$ cat config.mk
export PLATFORM = sky130hd
export DESIGN_NAME = stick_cardinal_quantizer
export DESIGN_NICKNAME = d
export VERILOG_FILES = /design/src/rtl/core/scq_pkg.sv /design/src/rtl/core/scq_sermul.sv /design/src/rtl/core/scq_ctrl.sv /design/src/rtl/core/stick_cardinal_quantizer.sv
export SDC_FILE = /design/constraint.sdc
export NUM_CORES = 1
export LEC_CHECK = 0
export ABC_AREA = 1
export BUFFER_PORTS_ARGS = -buffer_cell sky130_fd_sc_hd__buf_2
export CAP_MARGIN = 30
export CORE_AREA = 2 2 293 295
export CTS_CLUSTER_SIZE = 10
export DETAILED_ROUTE_END_ITERATION = 10
export DIE_AREA = 0 0 295 297
export PLACE_DENSITY = 0.6
export SETUP_SLACK_MARGIN = 0.3
export SLEW_MARGIN = 20
export SYNTH_ARGS = -nofsm -noshare
export SYNTH_HDL_FRONTEND = slang
export SYNTH_SLANG_ARGS = --single-unit
$ cat constraint.sdc
create_clock -name clk -period 4.8 [get_ports clk]
set_clock_uncertainty 0.15 [all_clocks]
set_input_delay 0.72 -clock clk [delete_from_list [all_inputs] [get_ports clk]]
set_output_delay 0.72 -clock clk [all_outputs]
set_load 0.01 [all_outputs]
$ cat src/rtl/core/scq_pkg.sv
// Package for the stick cardinal quantizer: payload structs, direction and
// register codes, controller state and the threshold scaling function.
// No dependencies; the sequencer, the top level and the checker import it.
package scq_pkg;

    // Stick axes are signed Q1.(AXIS_BITS-1).
    localparam int AXIS_BITS = 16;
    localparam int MAG_BITS = AXIS_BITS;
    localparam int SUM_BITS = AXIS_BITS + 1;

    // Register widths and reset values.
    localparam int THR_BITS = 15;
    localparam int RATIO_BITS = 16;
    localparam int TURN_SHIFT = 12;
    localparam int CFG_DATA_BITS = 16;
    localparam int CFG_IDX_BITS = 2;
    localparam logic [THR_BITS-1:0] ENGAGE_RESET = 15'd16384;
    localparam logic [THR_BITS-1:0] RELEASE_RESET = 15'd11469;
    localparam logic [RATIO_BITS-1:0] TURN_RESET = 16'd4096;

    // 1/sqrt(2) in Q0.16 for the 45 degree rotation.
    localparam int ROT_BITS = 16;
    localparam logic [ROT_BITS-1:0] INV_SQRT2_Q16 = 16'd46341;

    // Thresholds are Q0.15 and are moved to the stick format by a shift.
    localparam int THR_UP = (AXIS_BITS >= 16) ? AXIS_BITS - 16 : 0;
    localparam int THR_DN = (AXIS_BITS < 16) ? 16 - AXIS_BITS : 0;

    typedef enum logic [2:0] {
        DIR_NONE = 3'd0,
        DIR_N    = 3'd1,
        DIR_S    = 3'd2,
        DIR_W    = 3'd3,
        DIR_E    = 3'd4
    } dir_t;

    typedef enum logic [CFG_IDX_BITS-1:0] {
        CFG_ENGAGE  = 2'd0,
        CFG_RELEASE = 2'd1,
        CFG_TURN    = 2'd2
    } cfg_idx_t;

    typedef enum logic [2:0] {
        ST_IDLE  = 3'd0,
        ST_LOAD  = 3'd1,
        ST_ROT   = 3'd2,
        ST_RND   = 3'd3,
        ST_START = 3'd4,
        ST_SQ    = 3'd5,
        ST_EMIT  = 3'd6
    } state_t;

    typedef struct packed {
        logic                        pad_present;
        logic signed [AXIS_BITS-1:0] stick_x;
        logic signed [AXIS_BITS-1:0] stick_y;
        logic                        isometric;
        logic                        up_held;
        logic                        up_pressed;
        logic                        down_held;
        logic                        down_pressed;
        logic                        left_held;
        logic                        left_pressed;
        logic                        right_held;
        logic                        right_pressed;
    } sample_t;

    typedef struct packed {
        logic north_held;
        logic north_pressed;
        logic south_held;
        logic south_pressed;
        logic west_held;
        logic west_pressed;
        logic east_held;
        logic east_pressed;
    } result_t;

    // Status from the datapath to the sequencer.
    typedef struct packed {
        logic shortcut;
        logic iso;
        logic rot_busy;
        logic sq_busy;
        logic out_free;
    } stat_t;

    // Strobes from the sequencer to the datapath.
    typedef struct packed {
        logic idle;
        logic load;
        logic start_rot;
        logic round_mags;
        logic start_sq;
        logic emit;
    } ctrl_t;

    // Scale a Q0.15 threshold to the stick magnitude format.
    function automatic logic [MAG_BITS-1:0] scale_thr(input logic [THR_BITS-1:0] t);
        logic [AXIS_BITS+THR_BITS-1:0] w;
        w = (AXIS_BITS + THR_BITS)'(t);
        w = (w << THR_UP) >> THR_DN;
        return w[MAG_BITS-1:0];
    endfunction

endpackage

$ cat src/rtl/core/scq_sermul.sv
// Bit-serial unsigned shift-and-add multiplier, one multiplier bit per cycle.
// Standalone; used by the quantizer top level for rotation, squares and ratio.
module scq_sermul #(
    parameter int WA = 16,
    parameter int WB = 16
) (
    input  logic             clk,
    input  logic             rst_n,
    input  logic             start,
    input  logic [WA-1:0]    a,
    input  logic [WB-1:0]    b,
    output logic             busy,
    output logic [WA+WB-1:0] product
);

    localparam int CW = (WB > 1) ? $clog2(WB) : 1;
    localparam logic [CW-1:0] LAST = CW'(WB - 1);

    logic [WA+WB-1:0] prod_reg;
    logic [WA+WB-1:0] prod_next;
    logic [WA-1:0]    mcand_reg;
    logic [CW-1:0]    cnt_reg;
    logic             busy_reg;
    logic [WA:0]      partial;

    // One step: add the multiplicand to the upper half when the low bit is set,
    // then shift the whole product right by one.
    always_comb
    begin
        partial = {1'b0, prod_reg[WA+WB-1:WB]}
                + (prod_reg[0] ? {1'b0, mcand_reg} : {(WA+1){1'b0}});
        prod_next = {partial, prod_reg[WB-1:1]};
    end

    // Step counter and busy flag.
    always_ff @(posedge clk or negedge rst_n)
    begin
        if (!rst_n)
        begin
            busy_reg <= 1'b0;
            cnt_reg  <= '0;
        end
        else if (start)
        begin
            busy_reg <= 1'b1;
            cnt_reg  <= '0;
        end
        else if (busy_reg)
        begin
            cnt_reg <= cnt_reg + 1'b1;
            if (cnt_reg == LAST)
            begin
                busy_reg <= 1'b0;
            end
        end
    end

    // Product and multiplicand registers.
    always_ff @(posedge clk)
    begin
        if (start)
        begin
            prod_reg  <= {{WA{1'b0}}, b};
            mcand_reg <= a;
        end
        else if (busy_reg)
        begin
            prod_reg <= prod_next;
        end
    end

    assign busy    = busy_reg;
    assign product = prod_reg;

endmodule

$ cat src/rtl/core/scq_ctrl.sv
// Sequencer of the stick cardinal quantizer: steps one sample through load,
// then as needed rotation, rounding and squaring, and result transfer. Depends on scq_pkg.
module scq_ctrl (
    input  logic           clk,
    input  logic           rst_n,
    input  logic           sample_valid,
    input  scq_pkg::stat_t stat,
    output scq_pkg::ctrl_t ctrl
);

    import scq_pkg::*;

    state_t state_reg;
    state_t state_next;

    // Next state.
    always_comb
    begin
        state_next = state_reg;
        case (state_reg)
            ST_IDLE:
            begin
                if (sample_valid)
                begin
                    state_next = ST_LOAD;
                end
            end
            ST_LOAD:
            begin
                if (stat.shortcut)
                begin
                    state_next = ST_EMIT;
                end
                else if (stat.iso)
                begin
                    state_next = ST_ROT;
                end
                else
                begin
                    state_next = ST_START;
                end
            end
            ST_ROT:
            begin
                if (!stat.rot_busy)
                begin
                    state_next = ST_RND;
                end
            end
            ST_RND:
            begin
                state_next = ST_START;
            end
            ST_START:
            begin
                state_next = ST_SQ;
            end
            ST_SQ:
            begin
                if (!stat.sq_busy)
                begin
                    state_next = ST_EMIT;
                end
            end
            ST_EMIT:
            begin
                if (stat.out_free)
                begin
                    state_next = ST_IDLE;
                end
            end
            default:
            begin
                state_next = ST_IDLE;
            end
        endcase
    end

    // Strobes to the datapath.
    always_comb
    begin
        ctrl            = '0;
        ctrl.idle       = (state_reg == ST_IDLE);
        ctrl.load       = (state_reg == ST_LOAD);
        ctrl.start_rot  = (state_reg == ST_LOAD) && !stat.shortcut && stat.iso;
        ctrl.round_mags = (state_reg == ST_RND);
        ctrl.start_sq   = (state_reg == ST_START);
        ctrl.emit       = (state_reg == ST_EMIT) && stat.out_free;
    end

    // State register.
    always_ff @(posedge clk or negedge rst_n)
    begin
        if (!rst_n)
        begin
            state_reg <= ST_IDLE;
        end
        else
        begin
            state_reg <= state_next;
        end
    end

endmodule

$ cat src/rtl/core/stick_cardinal_quantizer.sv
// An absent pad or an active D-pad goes from load straight to the result; plain
// axes go through the squares and turn product, isometric axes through the
// rotation first. One sample at a time: the next transfer is taken once the
// result is registered and the sequencer is back in idle. Bit-serial multipliers
// do the arithmetic: rotation, squares and turn product. Reset restores defaults.
module stick_cardinal_quantizer (
    input  logic                                clk,
    input  logic                                rst_n,
    input  logic                                sample_valid,
    output logic                                sample_stall,
    input  scq_pkg::sample_t                    sample,
    output logic                                result_valid,
    input  logic                                result_stall,
    output scq_pkg::result_t                    result,
    input  logic                                cfg_valid,
    output logic                                cfg_ready,
    input  logic [scq_pkg::CFG_IDX_BITS-1:0]    cfg_index,
    input  logic [scq_pkg::CFG_DATA_BITS-1:0]   cfg_data
);

    import scq_pkg::*;

    localparam int PROD_ROT = SUM_BITS + ROT_BITS;
    localparam int PROD_SQ = 2 * MAG_BITS;
    localparam int PROD_TURN = MAG_BITS + RATIO_BITS;

    // Configuration registers.
    logic [THR_BITS-1:0]   eng_reg;
    logic [THR_BITS-1:0]   rel_reg;
    logic [RATIO_BITS-1:0] ratio_reg;

    // Block state and per-sample working registers.
    dir_t                  last_dir_reg;
    logic                  last_iso_reg;
    dir_t                  prev_reg;
    sample_t               item_reg;
    logic [MAG_BITS-1:0]   xmag_reg;
    logic [MAG_BITS-1:0]   ymag_reg;
    logic                  xneg_reg;
    logic                  yneg_reg;

    // Output register.
    logic                  result_valid_reg;
    result_t               result_reg;
    result_t               result_next;
    dir_t                  dir_next;

    ctrl_t                 ctrl;
    stat_t                 stat;

    // Load-stage signals.
    logic [MAG_BITS-1:0]   xu;
    logic [MAG_BITS-1:0]   yu;
    logic [MAG_BITS-1:0]   x_abs;
    logic [MAG_BITS-1:0]   y_abs;
    logic [SUM_BITS-1:0]   s1;
    logic [SUM_BITS-1:0]   s2;
    logic [SUM_BITS-1:0]   s1_abs;
    logic [SUM_BITS-1:0]   s2_abs;
    logic                  dpad;
    dir_t                  prev_load;

    // Multiplier results.
    logic                  rot_x_busy;
    logic                  rot_y_busy;
    logic                  sq_x_busy;
    logic                  sq_y_busy;
    logic                  sq_e_busy;
    logic                  turn_busy;
    logic [PROD_ROT-1:0]   rot_x_prod;
    logic [PROD_ROT-1:0]   rot_y_prod;
    logic [PROD_SQ-1:0]    sq_x_prod;
    logic [PROD_SQ-1:0]    sq_y_prod;
    logic [PROD_SQ-1:0]    sq_e_prod;
    logic [PROD_TURN-1:0]  turn_prod;
    logic [MAG_BITS:0]     rx_round;
    logic [MAG_BITS:0]     ry_round;
    logic [MAG_BITS-1:0]   eng_scaled;
    logic [MAG_BITS-1:0]   cur_mag;

    // Decision signals.
    logic [PROD_SQ:0]      radius_sq;
    logic                  engaged;
    logic [MAG_BITS-1:0]   rel_scaled;
    logic                  x_neg;
    logic                  x_pos;
    logic                  y_neg;
    logic                  y_pos;
    logic                  held;
    logic                  prev_horiz;
    dir_t                  horiz_pick;
    dir_t                  vert_pick;
    dir_t                  fresh;
    dir_t                  stick_dir;
    logic [MAG_BITS-1:0]   turn_mag;
    logic                  turn_ok;

    // Sequencer.
    scq_ctrl u_ctrl (
        .clk          (clk),
        .rst_n        (rst_n),
        .sample_valid (sample_valid),
        .stat         (stat),
        .ctrl         (ctrl)
    );

    assign sample_stall = !ctrl.idle;
    assign cfg_ready    = 1'b1;

    // Configuration writes.
    always_ff @(posedge clk or negedge rst_n)
    begin
        if (!rst_n)
        begin
            eng_reg   <= ENGAGE_RESET;
            rel_reg   <= RELEASE_RESET;
            ratio_reg <= TURN_RESET;
        end
        else if (cfg_valid && cfg_ready)
        begin
            case (cfg_index)
                CFG_ENGAGE:  eng_reg   <= cfg_data[THR_BITS-1:0];
                CFG_RELEASE: rel_reg   <= cfg_data[THR_BITS-1:0];
                CFG_TURN:    ratio_reg <= cfg_data[RATIO_BITS-1:0];
                default:     ;
            endcase
        end
    end

    // Sample capture on transfer.
    always_ff @(posedge clk)
    begin
        if (ctrl.idle && sample_valid)
        begin
            item_reg <= sample;
        end
    end

    // Axis magnitudes and the rotation sums of the captured sample.
    always_comb
    begin
        xu     = item_reg.stick_x;
        yu     = item_reg.stick_y;
        x_abs  = xu[MAG_BITS-1] ? (~xu + 1'b1) : xu;
        y_abs  = yu[MAG_BITS-1] ? (~yu + 1'b1) : yu;
        s1     = {xu[MAG_BITS-1], xu} + {yu[MAG_BITS-1], yu};
        s2     = {yu[MAG_BITS-1], yu} - {xu[MAG_BITS-1], xu};
        s1_abs = s1[SUM_BITS-1] ? (~s1 + 1'b1) : s1;
        s2_abs = s2[SUM_BITS-1] ? (~s2 + 1'b1) : s2;
        dpad   = |{item_reg.up_held, item_reg.up_pressed,
                   item_reg.down_held, item_reg.down_pressed,
                   item_reg.left_held, item_reg.left_pressed,
                   item_reg.right_held, item_reg.right_pressed};
        prev_load = (item_reg.isometric != last_iso_reg) ? DIR_NONE : last_dir_reg;
    end

    assign stat.shortcut = !item_reg.pad_present || dpad;
    assign stat.iso      = item_reg.isometric;
    assign stat.rot_busy = rot_x_busy || rot_y_busy;
    assign stat.sq_busy  = sq_x_busy || sq_y_busy || sq_e_busy || turn_busy;
    assign stat.out_free = !result_valid_reg || !result_stall;

    // Round half away from zero after the 1/sqrt(2) products.
    assign rx_round = rot_x_prod[PROD_ROT-1:ROT_BITS]
                    + {{MAG_BITS{1'b0}}, rot_x_prod[ROT_BITS-1]};
    assign ry_round = rot_y_prod[PROD_ROT-1:ROT_BITS]
                    + {{MAG_BITS{1'b0}}, rot_y_prod[ROT_BITS-1]};

    // Orientation, previous direction and working magnitudes.
    always_ff @(posedge clk or negedge rst_n)
    begin
        if (!rst_n)
        begin
            last_iso_reg <= 1'b0;
            last_dir_reg <= DIR_NONE;
        end
        else
        begin
            if (ctrl.load)
            begin
                last_iso_reg <= item_reg.isometric;
            end
            if (ctrl.emit)
            begin
                last_dir_reg <= dir_next;
            end
        end
    end

    always_ff @(posedge clk)
    begin
        if (ctrl.load)
        begin
            prev_reg <= prev_load;
            if (item_reg.isometric)
            begin
                xneg_reg <= s1[SUM_BITS-1];
                yneg_reg <= s2[SUM_BITS-1];
            end
            else
            begin
                xneg_reg <= xu[MAG_BITS-1];
                yneg_reg <= yu[MAG_BITS-1];
                xmag_reg <= x_abs;
                ymag_reg <= y_abs;
            end
        end
        else if (ctrl.round_mags)
        begin
            xmag_reg <= rx_round[MAG_BITS-1:0];
            ymag_reg <= ry_round[MAG_BITS-1:0];
        end
    end

    // Rotation multipliers.
    scq_sermul #(.WA(SUM_BITS), .WB(ROT_BITS)) u_rot_x (
        .clk     (clk),
        .rst_n   (rst_n),
        .start   (ctrl.start_rot),
        .a       (s1_abs),
        .b       (INV_SQRT2_Q16),
        .busy    (rot_x_busy),
        .product (rot_x_prod)
    );

    scq_sermul #(.WA(SUM_BITS), .WB(ROT_BITS)) u_rot_y (
        .clk     (clk),
        .rst_n   (rst_n),
        .start   (ctrl.start_rot),
        .a       (s2_abs),
        .b       (INV_SQRT2_Q16),
        .busy    (rot_y_busy),
        .product (rot_y_prod)
    );

    // Squares for the engage test and the product for the turn test.
    assign eng_scaled = scale_thr(eng_reg);
    assign prev_horiz = (prev_reg == DIR_W) || (prev_reg == DIR_E);
    assign cur_mag    = prev_horiz ? xmag_reg : ymag_reg;

    scq_sermul #(.WA(MAG_BITS), .WB(MAG_BITS)) u_sq_x (
        .clk     (clk),
        .rst_n   (rst_n),
        .start   (ctrl.start_sq),
        .a       (xmag_reg),
        .b       (xmag_reg),
        .busy    (sq_x_busy),
        .product (sq_x_prod)
    );

    scq_sermul #(.WA(MAG_BITS), .WB(MAG_BITS)) u_sq_y (
        .clk     (clk),
        .rst_n   (rst_n),
        .start   (ctrl.start_sq),
        .a       (ymag_reg),
        .b       (ymag_reg),
        .busy    (sq_y_busy),
        .product (sq_y_prod)
    );

    scq_sermul #(.WA(MAG_BITS), .WB(MAG_BITS)) u_sq_e (
        .clk     (clk),
        .rst_n   (rst_n),
        .start   (ctrl.start_sq),
        .a       (eng_scaled),
        .b       (eng_scaled),
        .busy    (sq_e_busy),
        .product (sq_e_prod)
    );

    scq_sermul #(.WA(MAG_BITS), .WB(RATIO_BITS)) u_turn (
        .clk     (clk),
        .rst_n   (rst_n),
        .start   (ctrl.start_sq),
        .a       (cur_mag),
        .b       (ratio_reg),
        .busy    (turn_busy),
        .product (turn_prod)
    );

    // Direction decision with engage, release and turn hysteresis.
    always_comb
    begin
        radius_sq  = {1'b0, sq_x_prod} + {1'b0, sq_y_prod};
        engaged    = radius_sq >= {1'b0, sq_e_prod};
        rel_scaled = scale_thr(rel_reg);
        x_neg      = xneg_reg && (xmag_reg != '0);
        x_pos      = !xneg_reg && (xmag_reg != '0);
        y_neg      = yneg_reg && (ymag_reg != '0);
        y_pos      = !yneg_reg && (ymag_reg != '0);

        case (prev_reg)
            DIR_N:   held = !y_pos && (ymag_reg >= rel_scaled);
            DIR_S:   held = !y_neg && (ymag_reg >= rel_scaled);
            DIR_W:   held = !x_pos && (xmag_reg >= rel_scaled);
            DIR_E:   held = !x_neg && (xmag_reg >= rel_scaled);
            default: held = 1'b0;
        endcase

        horiz_pick = x_neg ? DIR_W : DIR_E;
        vert_pick  = y_neg ? DIR_N : DIR_S;
        fresh      = (xmag_reg > ymag_reg) ? horiz_pick : vert_pick;
        turn_mag   = prev_horiz ? ymag_reg : xmag_reg;
        turn_ok    = engaged
                   && ({{(RATIO_BITS-TURN_SHIFT){1'b0}}, turn_mag, {TURN_SHIFT{1'b0}}}
                       >= turn_prod);

        if (!held)
        begin
            stick_dir = engaged ? fresh : DIR_NONE;
        end
        else if (turn_ok)
        begin
            stick_dir = prev_horiz ? vert_pick : horiz_pick;
        end
        else
        begin
            stick_dir = prev_reg;
        end
    end

    // Result fields: pad absent, D-pad pass-through or stick direction.
    always_comb
    begin
        result_next = '0;
        dir_next    = DIR_NONE;
        if (!item_reg.pad_present)
        begin
            result_next = '0;
        end
        else if (dpad)
        begin
            result_next.north_held    = item_reg.up_held | item_reg.up_pressed;
            result_next.north_pressed = item_reg.up_pressed;
            result_next.south_held    = item_reg.down_held | item_reg.down_pressed;
            result_next.south_pressed = item_reg.down_pressed;
            result_next.west_held     = item_reg.left_held | item_reg.left_pressed;
            result_next.west_pressed  = item_reg.left_pressed;
            result_next.east_held     = item_reg.right_held | item_reg.right_pressed;
            result_next.east_pressed  = item_reg.right_pressed;
        end
        else
        begin
            dir_next = stick_dir;
            case (stick_dir)
                DIR_N:
                begin
                    result_next.north_held    = 1'b1;
                    result_next.north_pressed = (stick_dir != prev_reg);
                end
                DIR_S:
                begin
                    result_next.south_held    = 1'b1;
                    result_next.south_pressed = (stick_dir != prev_reg);
                end
                DIR_W:
                begin
                    result_next.west_held    = 1'b1;
                    result_next.west_pressed = (stick_dir != prev_reg);
                end
                DIR_E:
                begin
                    result_next.east_held    = 1'b1;
                    result_next.east_pressed = (stick_dir != prev_reg);
                end
                default:
                begin
                    result_next = '0;
                end
            endcase
        end
    end

    // Output register: holds a result until its transfer.
    always_ff @(posedge clk or negedge rst_n)
    begin
        if (!rst_n)
        begin
            result_valid_reg <= 1'b0;
        end
        else if (ctrl.emit)
        begin
            result_valid_reg <= 1'b1;
        end
        else if (!result_stall)
        begin
            result_valid_reg <= 1'b0;
        end
    end

    always_ff @(posedge clk)
    begin
        if (ctrl.emit)
        begin
            result_reg <= result_next;
        end
    end

    assign result_valid = result_valid_reg;
    assign result       = result_reg;

endmodule

# Yosys cells after proc, flatten, opt, wreduce, memory -nomap -nowiden
# Index checks and enable logic that the tools add are counted.
dict set report word_totals {
  regBits 462
  out_inout_bits 11
}
dict set report op_classes {
  add_sub_neg 21
  magnitude_cmp 5
  eq_ne 30
  muxes 82
  bitwise 8
  reduce_logical 48
}
# cell count
set op_table {}
lappend op_table {{$mux 16} 21}
lappend op_table {{$add 16x16->17} 4}
lappend op_table {{$mux 4} 12}
lappend op_table {{$mux 15} 3}
lappend op_table {{$mux 3} 14}
lappend op_table {{$add 17x17->18} 2}
lappend op_table {{$add 17x1->17 const B} 2}
lappend op_table {{$mux 17} 2}
lappend op_table {{$not 17->17} 2}
lappend op_table {{$add 32x32->33} 1}
lappend op_table {{$ge 33x32->1} 1}
lappend op_table {{$add 16x1->16} 2}
lappend op_table {{$add 16x1->16 const B} 2}
lappend op_table {{$ge 16x15->1} 2}
lappend op_table {{$ge 28x32->1} 1}
lappend op_table {{$not 16->16} 2}
lappend op_table {{$reduce_bool 16->1} 2}
lappend op_table {{$add 4x1->4 const B} 6}
lappend op_table {{$eq 4x4->1 const B} 6}
lappend op_table {{$mux 1} 22}
lappend op_table {{$pmux 3 s7} 1}
lappend op_table {{$eq 3x2->1 const B} 6}
lappend op_table {{$add 16x15->17} 1}
lappend op_table {{$sub 16x16->17} 1}
lappend op_table {{other kinds (22)} 76}

# Longest topological paths before layout
# Gate-level depths: netlist (run 1).
dict set report logic_depth {
  word_depth 10
  ltp_mapped 36
  ltp_nobuf 36
}

# By module
# A second synthesis (run 1) with hierarchy kept.
dict set report hier_totals {
  hier_cells 4299
  area_unflattened_um2 32173.4
}
# mod n_inst cells_per_inst area_each_um2 seq_area_each_um2
set modules_own_cells {}
lappend modules_own_cells {stick_cardinal_quantizer 1 1797 13382.8 3901.2}
lappend modules_own_cells {{scq_sermul at u_rot_x ...} 2 442 3266.9 1456.4}
lappend modules_own_cells {{scq_sermul at u_sq_y ...} 2 390 2976.6 1406.3}
lappend modules_own_cells {{scq_sermul at u_sq_e} 1 407 3044.2 1406.3}
lappend modules_own_cells {{scq_sermul at u_sq_x} 1 384 2956.6 1406.3}
lappend modules_own_cells {scq_ctrl 1 47 302.8 75.1}

# Worst setup path before layout (run 1)
# No wires, ideal clock.
dict set report synth_path {
  path_type {reg2reg}
  start {register u_sq_x.prod_reg[0] (netlist: u_sq_x.product[0])}
  end {register result_reg, in the netlist result[4], data pin}
  setup_time_ns 0.259
  arrival_time_ns 4.088
  setup_slack_ns 0.303
  stages_incl_launch_ff 34
  n_path_buf 0
  synth_period_minus_slack_ns 4.497
  cell_sequence {edfxtp_1 ha_1 inv_1 fa_1 inv_1 nand3_1 nand2_1 a21boi_2 o21ai_2 nand3_2 nand2_2 a21boi_1 o21ai_0 a21boi_2 o31ai_1 xor2_1 inv_1 ha_1 a21oi_1 o2111ai_1 a21oi_1 nand2_1 nor2_1 nand3_2 nand2_2 nand2_1 nand3_1 nand2_1 nand2_1 nand2_1 nor2_1 nand2_2 nand2_1 a21oi_1}
}
dict set report synth_via {
  elab_chain_cells 8
}
# element line
set synth_lines {}
lappend synth_lines {{from (decl)} scq_sermul.sv:19} ;# logic [WA+WB-1:0] prod_reg;
lappend synth_lines {{from (signal assigned)} scq_sermul.sv:63} ;# prod_reg <= {{WA{1'b0}}, b};
lappend synth_lines {{from (signal assigned)} scq_sermul.sv:68} ;# prod_reg <= prod_next;
lappend synth_lines {{$add 32x32->33 *} stick_cardinal_quantizer.sv:284} ;# radius_sq = {1'b0, sq_x_prod} + {1'b0, sq_y_prod};
lappend synth_lines {{$ge 33x32->1 *} stick_cardinal_quantizer.sv:285} ;# engaged = radius_sq >= {1'b0, sq_e_prod};
lappend synth_lines {{$logic_and 1x1->1} stick_cardinal_quantizer.sv:305} ;# && ({{(RATIO_BITS-TURN_SHIFT){1'b0}}, turn_mag, {TURN_SHIFT{1'b0}}}
lappend synth_lines {{$mux 3} stick_cardinal_quantizer.sv:312} ;# else if (turn_ok)
lappend synth_lines {{$mux 3 *} stick_cardinal_quantizer.sv:308} ;# if (!held)
lappend synth_lines {{$ne 3x3->1 or $eq 3x2->1 (tied branches)} {stick_cardinal_quantizer.sv:354, stick_cardinal_quantizer.sv:345}}
lappend synth_lines {{$mux 2 *} stick_cardinal_quantizer.sv:345} ;# case (stick_dir)
lappend synth_lines {{$mux 8 *} stick_cardinal_quantizer.sv:331} ;# else if (dpad)
lappend synth_lines {{to (signal assigned)} stick_cardinal_quantizer.sv:395} ;# result_reg <= result_next;
lappend synth_lines {{to (decl)} stick_cardinal_quantizer.sv:44} ;# result_t result_reg;
# Mark *: on every way between the ends. The rest lies on a longest branch, timed or not.
# A chain may end at the register's enable or synchronous reset.

# Worst setup path in the final report (run 1)
dict set report layout_path {
  start {register u_sq_y.prod_reg[0] (netlist: u_sq_y.product[0])}
  end {register result_reg, in the netlist result[2], data pin}
}
dict set report layout_via {
  elab_chain_cells 8
}
# element line
set layout_lines {}
lappend layout_lines {{from (decl)} scq_sermul.sv:19}
lappend layout_lines {{from (signal assigned)} scq_sermul.sv:63}
lappend layout_lines {{from (signal assigned)} scq_sermul.sv:68}
lappend layout_lines {{$add 32x32->33 *} stick_cardinal_quantizer.sv:284}
lappend layout_lines {{$ge 33x32->1 *} stick_cardinal_quantizer.sv:285}
lappend layout_lines {{$logic_and 1x1->1} stick_cardinal_quantizer.sv:305}
lappend layout_lines {{$mux 3} stick_cardinal_quantizer.sv:312}
lappend layout_lines {{$mux 3 *} stick_cardinal_quantizer.sv:308}
lappend layout_lines {{$ne 3x3->1 or $eq 3x2->1 (tied branches)} {stick_cardinal_quantizer.sv:359, stick_cardinal_quantizer.sv:345}}
lappend layout_lines {{$mux 2 *} stick_cardinal_quantizer.sv:345}
lappend layout_lines {{$mux 8 *} stick_cardinal_quantizer.sv:331}
# Marked as above.

==> impl_metrics.json, run 1 <==
{
  "hold_ws_ns": 0.0368,
  "vdd.ir_drop.worst_uv": 397,
  "cts_tree": "done",
  "htreeDepth": 2,
  "tightest_slew_ns": 0.877,
  "wl_per_cell_um": 15.8,
  "worstReg2RegEnd": "result[2]$_SDFFCE_PN0P_",
  "p_per_area_nw_per_um2": 653,
  "drc_errors": 0,
  "ios": 76,
  "leakage_nw": 16.1,
  "drt_iter0_markers": 1457,
  "syn_to_final_growth_pct": 13.7,
  "timing.rr.start": "u_sq_y.product[0]$_DFFE_PP_",
  "cts_buffers": 56,
  "syn_area_per_cell_um2": 8.08,
  "grtUsageTotal_pct": 17.5,
  "synth_top_area_cell": "edfxtp_1",
  "worst-r2r-setup-slack_ns": 0.18,
  "critPathLaunchType": "flop",
  "grt_first_pass_wirelength_um": 123000,
  "fin_crit_ns": 4.62,
  "synth_cells": 3635,
  "critPathCaptureType": "flop",
  "path_clk_slew_ns": 0.06,
  "ys_top_cells_by_count": "nand2_1, inv_1, o21ai_0, ha_1, a21oi_1",
  "synth_area_leaders": "edfxtp_1, ha_1, nand2_1",
  "required_ns": 5.01,
  "rsz0062_at_grt": "yes",
  "async_reset_ff_share_pct": 18.2,
  "grt_pass1_vias": 22800,
  "drv_slew": 0,
  "gr-total-overflow": 0,
  "reg2regPathDepth": 32,
  "ys_seq_elements": 461,
  "critPathMaxStageDelay_ns": 0.40,
  "crit_type": "reg2reg",
  "grt_antenna_before_repair": 2,
  "yosysMostFrequentCell": "nand2_1",
  "root_buffer": "clkbuf_16",
  "wirelength_um": 77700,
  "finalCritPeriodShare_pct": 96.3,
  "die_w_um": 295,
  "tns_ns": 0,
  "start_util_pct": 34.8,
  "ys_seq_area_share_pct": 41.3,
  "cap_viol_max_count": 0,
  "core_area_um2": 84500,
  "synth.net_count": 3978,
  "viasPerCell": 4.85,
  "dp_hpwl_um": 59200,
  "num_antenna_cells": 0,
  "multi_input_area_um2": 15000,
  "drive_above_1_share_pct": 9.19,
  "synth.distinct_cells": 71,
  "finalHoldViolations": 0,
  "gp_routability_congestion": 0.901,
  "crit_top_cell": "nand2_1",
  "finalSetupViolCount": 0,
  "synth-edff-count": 246,
  "path_max_fanout": 6,
  "grt_start_max_net_pins": 78,
  "clock-sinks": 461,
  "hold_buffers": 0,
  "fmax_mhz": 216,
  "ys_warn_count": 0,
  "hold_path_class": "in2async",
  "design.die.area_um2": 87600,
  "maxSlewHeadroom_pct": 41.4,
  "status": "finished, final reports clean",
  "synth_top_area_share_pct": 25.1,
  "fp.dieH_um": 297,
  "clk_latency_ns": 0.63,
  "critPathSlowestCell": "edfxtp_1",
  "clock_path_buffers": 3,
  "layout.nets": 4080,
  "ys.flop_type": "edfxtp_1",
  "vias": 23900,
  "rows": 107,
  "fillCellCount": 8543,
  "arrival_ns": 4.83,
  "portBuffers": 74,
  "netlist_area_um2": 29400,
  "dr.pass1.iters": 5,
  "ff_latch_area_um2": 12100,
  "ant_nets": 0
}
## cells in the final DEF, fill, tap and decap left out, types with 7 or more instances in the layout
master and count:
clkbuf_16 57, o21ai_1 26, nand4_1 39, dfxtp_1 131
dfstp_2 10, clkbuf_1 34, xnor2_1 37, xor2_1 121
nand2_1 802, buf_4 64, nand3b_1 10, nand3_1 123
nor3_1 32, a21oi_1 249, o21ai_0 294, nor2_1 217
inv_2 16, a21oi_2 7, nor2_2 11, clkinv_1 7
o211ai_1 31, a31oi_1 12, o31ai_1 13, o22ai_1 19
buf_2 73, nand3_2 16, dfrtp_1 74, nor3_2 7
nor4_1 16, edfxtp_1 246, nand2_2 14, o21bai_1 12
ha_1 262, fa_1 8, inv_1 560
## what timing repair did
action	in CTS	in global routing
endpoints found under the setup margin	11	11
hold endpoints to repair	0	0
pin swaps	10	14
resized for setup	26	31
setup buffers	4	10
## routing by layer
metal / GRT usage, % / wire length (um) / vias up
met4: 6.35 / 2870 / 2
met1: 22.9 / 34900 / 11100
met5: 0 / 13 / -
met2: 29.7 / 37000 / 442
li1: - / - / 12300
met3: 2.09 / 2900 / 130
## worst max-delay path, delay by kind of cell (launching register included)
family | cells | cell delay, ns
adder cells (fa/ha/maj) | 3 | 0.71
AND/OR/NAND/NOR | 16 | 1.48
AO/OA/AOI/OAI | 8 | 1.13
buffers and inverters | 4 | 0.34
XOR/XNOR | 1 | 0.15
flip-flops | 1 | 0.40
## worst max path at each step
stage	slack (ns)	cells past startpoint	endpoint	from
floorplan	0.30	33	result[4]$_SDFFCE_PN0P_	u_sq_x.product[0]$_DFFE_PP_
global placement	-0.11	33	result[0]$_SDFFCE_PN0P_	u_sq_x.product[0]$_DFFE_PP_
detailed placement	-0.24	31	result[2]$_SDFFCE_PN0P_	u_sq_x.product[0]$_DFFE_PP_
CTS	0.15	32	result[2]$_SDFFCE_PN0P_	u_sq_x.product[0]$_DFFE_PP_
global route	-0.20	32	result[2]$_SDFFCE_PN0P_	u_sq_x.product[0]$_DFFE_PP_
finish	0.18	32	result[2]$_SDFFCE_PN0P_	u_sq_y.product[0]$_DFFE_PP_
## cell type report
type	count	area share, %
tap	1144	4.29
sequential	461	36.3
timing repair buffer	144	2.92
inverter	583	6.57
clock inverter	9	0.251
multi-input combinational	2491	44.8
clock buffer	97	4.90
## report_power, final
| part | switching (mW) | internal, mW | total, mW |
|---|---|---|---|
| Sequential | 0.992 | 5.68 | 6.68 |
| Combinational | 6.78 | 4.35 | 11.1 |
| Clock | 1.71 | 2.31 | 4.02 |
| Total | 9.49 | 12.3 | 21.8 |
## metrics by stage
step           worst slack [ns]  instances  util [%]  instance area, um^2  power, mW
2_1_floorplan             0.303       3635         -                29400       14.0
3_3_place_gp             -0.112       4805      37.0                31200       16.9
3_5_place_dp             -0.237       4806      37.0                31300       17.1
4_1_cts                   0.146       4916      39.2                33100       21.5
5_1_grt                  -0.199       4929      39.5                33400       23.8
6_report                  0.177       4929      39.5                33400       21.8
## logic make-up (layout without fill, tap and decap cells)
kind of cell	Yosys count	count (layout)	synth area share (%)
buffers and inverters	683	833	8.84
and+or+nand+nor	1312	1312	18.7
other	1	1	0.0128
adders and majority gates	278	278	12.1
muxes	6	6	0.209
AOI/OAI and AO/OA	730	730	13.9
xor gates and xnor gates	164	164	5.02
DFF	461	461	41.3
No activity file was read; power rests on OpenSTA's default activity.
==> run 2, diff against run 1 <==
--- a/config.mk
+++ b/config.mk
@@ -8,11 +8,11 @@
 export ABC_AREA = 1
 export BUFFER_PORTS_ARGS = -buffer_cell sky130_fd_sc_hd__buf_2
 export CAP_MARGIN = 30
-export CORE_AREA = 2 2 293 295
+export CORE_AREA = 2 2 275 277
 export CTS_CLUSTER_SIZE = 10
 export DETAILED_ROUTE_END_ITERATION = 10
-export DIE_AREA = 0 0 295 297
-export PLACE_DENSITY = 0.6
+export DIE_AREA = 0 0 277 279
+export PLACE_DENSITY = 0.64
 export SETUP_SLACK_MARGIN = 0.3
 export SLEW_MARGIN = 20
 export SYNTH_ARGS = -nofsm -noshare
==> constraint.sdc (replaced) <==
create_clock -name clk -period 5.2 [get_ports clk]
set_clock_uncertainty 0.15 [all_clocks]
set_input_delay 0.52 -clock clk [delete_from_list [all_inputs] [get_ports clk]]
set_output_delay 0.52 -clock clk [all_outputs]
set_load 0.01 [all_outputs]
==> impl_metrics.json, run 2 (synthesis gave the netlist of run 1 again) <==
{
  "portBuffers": 74,
  "drc_errors": 0,
  "tightest_slew_ns": 0.927,
  "grt_start_max_net_pins": 99,
  "hold_path_class": "in2reg",
  "gp_routability_congestion": 0.958,
  "status": "finished, final reports clean",
  "cap_viol_max_count": 0,
  "grt_antenna_before_repair": 0,
  "instances_no_fill": 4774,
  "num_antenna_cells": 0,
  "path_delay_family": "simple AND/OR/NAND/NOR gates",
  "rsz0062_at_grt": "yes",
  "fin_ws_ns": 0.412,
  "ios": 76,
  "clock_path_buffers": 3,
  "grt_pass1_vias": 23000,
  "gr-total-overflow": 0,
  "drv_slew": 0,
  "viasPerCell": 4.99,
  "clk_latency_ns": 0.61,
  "maxSlewHeadroom_pct": 38.1,
  "mostFrequentLayoutCell": "nand2_1",
  "p_per_area_nw_per_um2": 594,
  "critPathSlowestCell": "edfxtp_1",
  "critPathCaptureType": "flop",
  "grtUsageTotal_pct": 19.4,
  "grt_first_pass_wirelength_um": 121000,
  "cts_buffers": 56,
  "cp_num_buf_inv": 3,
  "start_util_pct": 39.7,
  "dr.pass1.iters": 5,
  "clock-sinks": 461,
  "fin_crit_ns": 4.79,
  "fillCellCount": 7392,
  "wirelength_um": 75800,
  "root_buffer": "clkbuf_16",
  "required_ns": 5.41,
  "hold_ws_ns": 0.0722,
  "critPathLaunchType": "flop",
  "htreeDepth": 2,
  "fp.dieH_um": 279,
  "design.die.area_um2": 77300,
  "core_area_um2": 74100,
  "syn_to_final_growth_pct": 13.7,
  "die_w_um": 277,
  "dp_hpwl_um": 56900,
  "crit_top_cell": "nand2_2",
  "drive_above_1_share_pct": 8.30,
  "layout.nets": 4102,
  "finalHoldViolations": 0,
  "path_clk_slew_ns": 0.06,
  "finalCritPeriodShare_pct": 92.1,
  "ant_nets": 0,
  "cts_tree": "done",
  "vias": 23800,
  "fmax_mhz": 209,
  "critPathMaxStageDelay_ns": 0.37,
  "finalSetupViolCount": 0,
  "postLayoutCoreUtil_pct": 45.1,
  "ff_latch_area_um2": 12100,
  "arrival_ns": 5.00,
  "wl_per_cell_um": 15.9,
  "path_max_fanout": 7,
  "vdd.ir_drop.worst_uv": 371,
  "leakage_nw": 16.1,
  "drt_iter0_markers": 1659,
  "rows": 100,
  "crit_type": "reg2reg",
  "dp_cells": 4604,
  "multi_input_area_um2": 14900,
  "final_cell_mix": "nand2_1, inv_1, o21ai_0",
  "pre_cts_slack_ns": -0.00844
}
==> run 2: worst reg2reg max path, delay by kind of cell, from the launching register on <==
family | cells | cell delay, ns
xor gates and xnor gates | 1 | 0.17
DFF | 1 | 0.37
AOI/OAI and AO/OA | 10 | 1.29
and+or+nand+nor | 16 | 1.56
adders and majority gates | 3 | 0.84
buffers and inverters | 3 | 0.16
==> run 2: worst paths after layout <==
path | end | from | slack [ns] | cells past startpoint
hold reg to reg | u_rot_x.product[8]$_SDFFE_PP1P_ | u_rot_x.product[9]$_SDFFE_PP0P_ | 0.32 | 2
setup reg to reg | result[4]$_SDFFCE_PN0P_ | u_sq_x.product[0]$_DFFE_PP_ | 0.41 | 33
min in group asynchronous | eng_reg[12]$_DFFE_PN0P_ | rst_n | 0.28 | 2
setup / recovery | result[4]$_SDFFCE_PN0P_ | u_sq_x.product[0]$_DFFE_PP_ | 0.41 | 33
hold / removal | rel_reg[7]$_DFFE_PN1P_ | cfg_data[7] | 0.07 | 3
max in group asynchronous | u_turn.cnt_reg[3]$_DFFE_PN0P_ | rst_n | 3.52 | 3
==> run 2: layout make-up <==
type | count | area share (%)
Multi-Input combinational cell | 2491 | 44.7
Sequential cell | 461 | 36.3
Inverter | 583 | 6.56
Clock buffer | 98 | 4.85
Timing Repair Buffer | 166 | 3.72
Tap cell | 969 | 3.63
Clock inverter | 6 | 0.251
==> run 2: per-layer routing <==
metal	wire length (um)	track usage [%]	vias up
li1	-	-	12300
met1	34500	25.6	11000
met2	36000	33.2	469
met3	3080	2.24	109
met4	2310	6.34	0
met5	0	0	-
==> run 2: power breakdown <==
part	switching (mW)	internal, mW	total, mW
clock network	1.54	2.15	3.69
logic	6.14	3.84	9.98
registers	0.916	5.25	6.16
total	8.60	11.2	19.8
==> run 2: repair_timing <==
item / CTS / global route
endpoints found under the setup margin: 7 / 10
hold buffers: 45 / 0
resized for setup: 4 / 47
buffers inserted: 1 / 17
pin swaps: 1 / 34
hold endpoints to repair: 75 / 0
==> run 2: through the flow <==
stage               setup TNS (ns)  total power, mW  cell area [um^2]
floorplan                        0             13.0             29400
global placement                 0             15.3             30800
detailed placement         -0.0237             15.5             30800
CTS                              0             19.3             33000
global route                     0             21.6             33400
finish                           0             19.8             33400
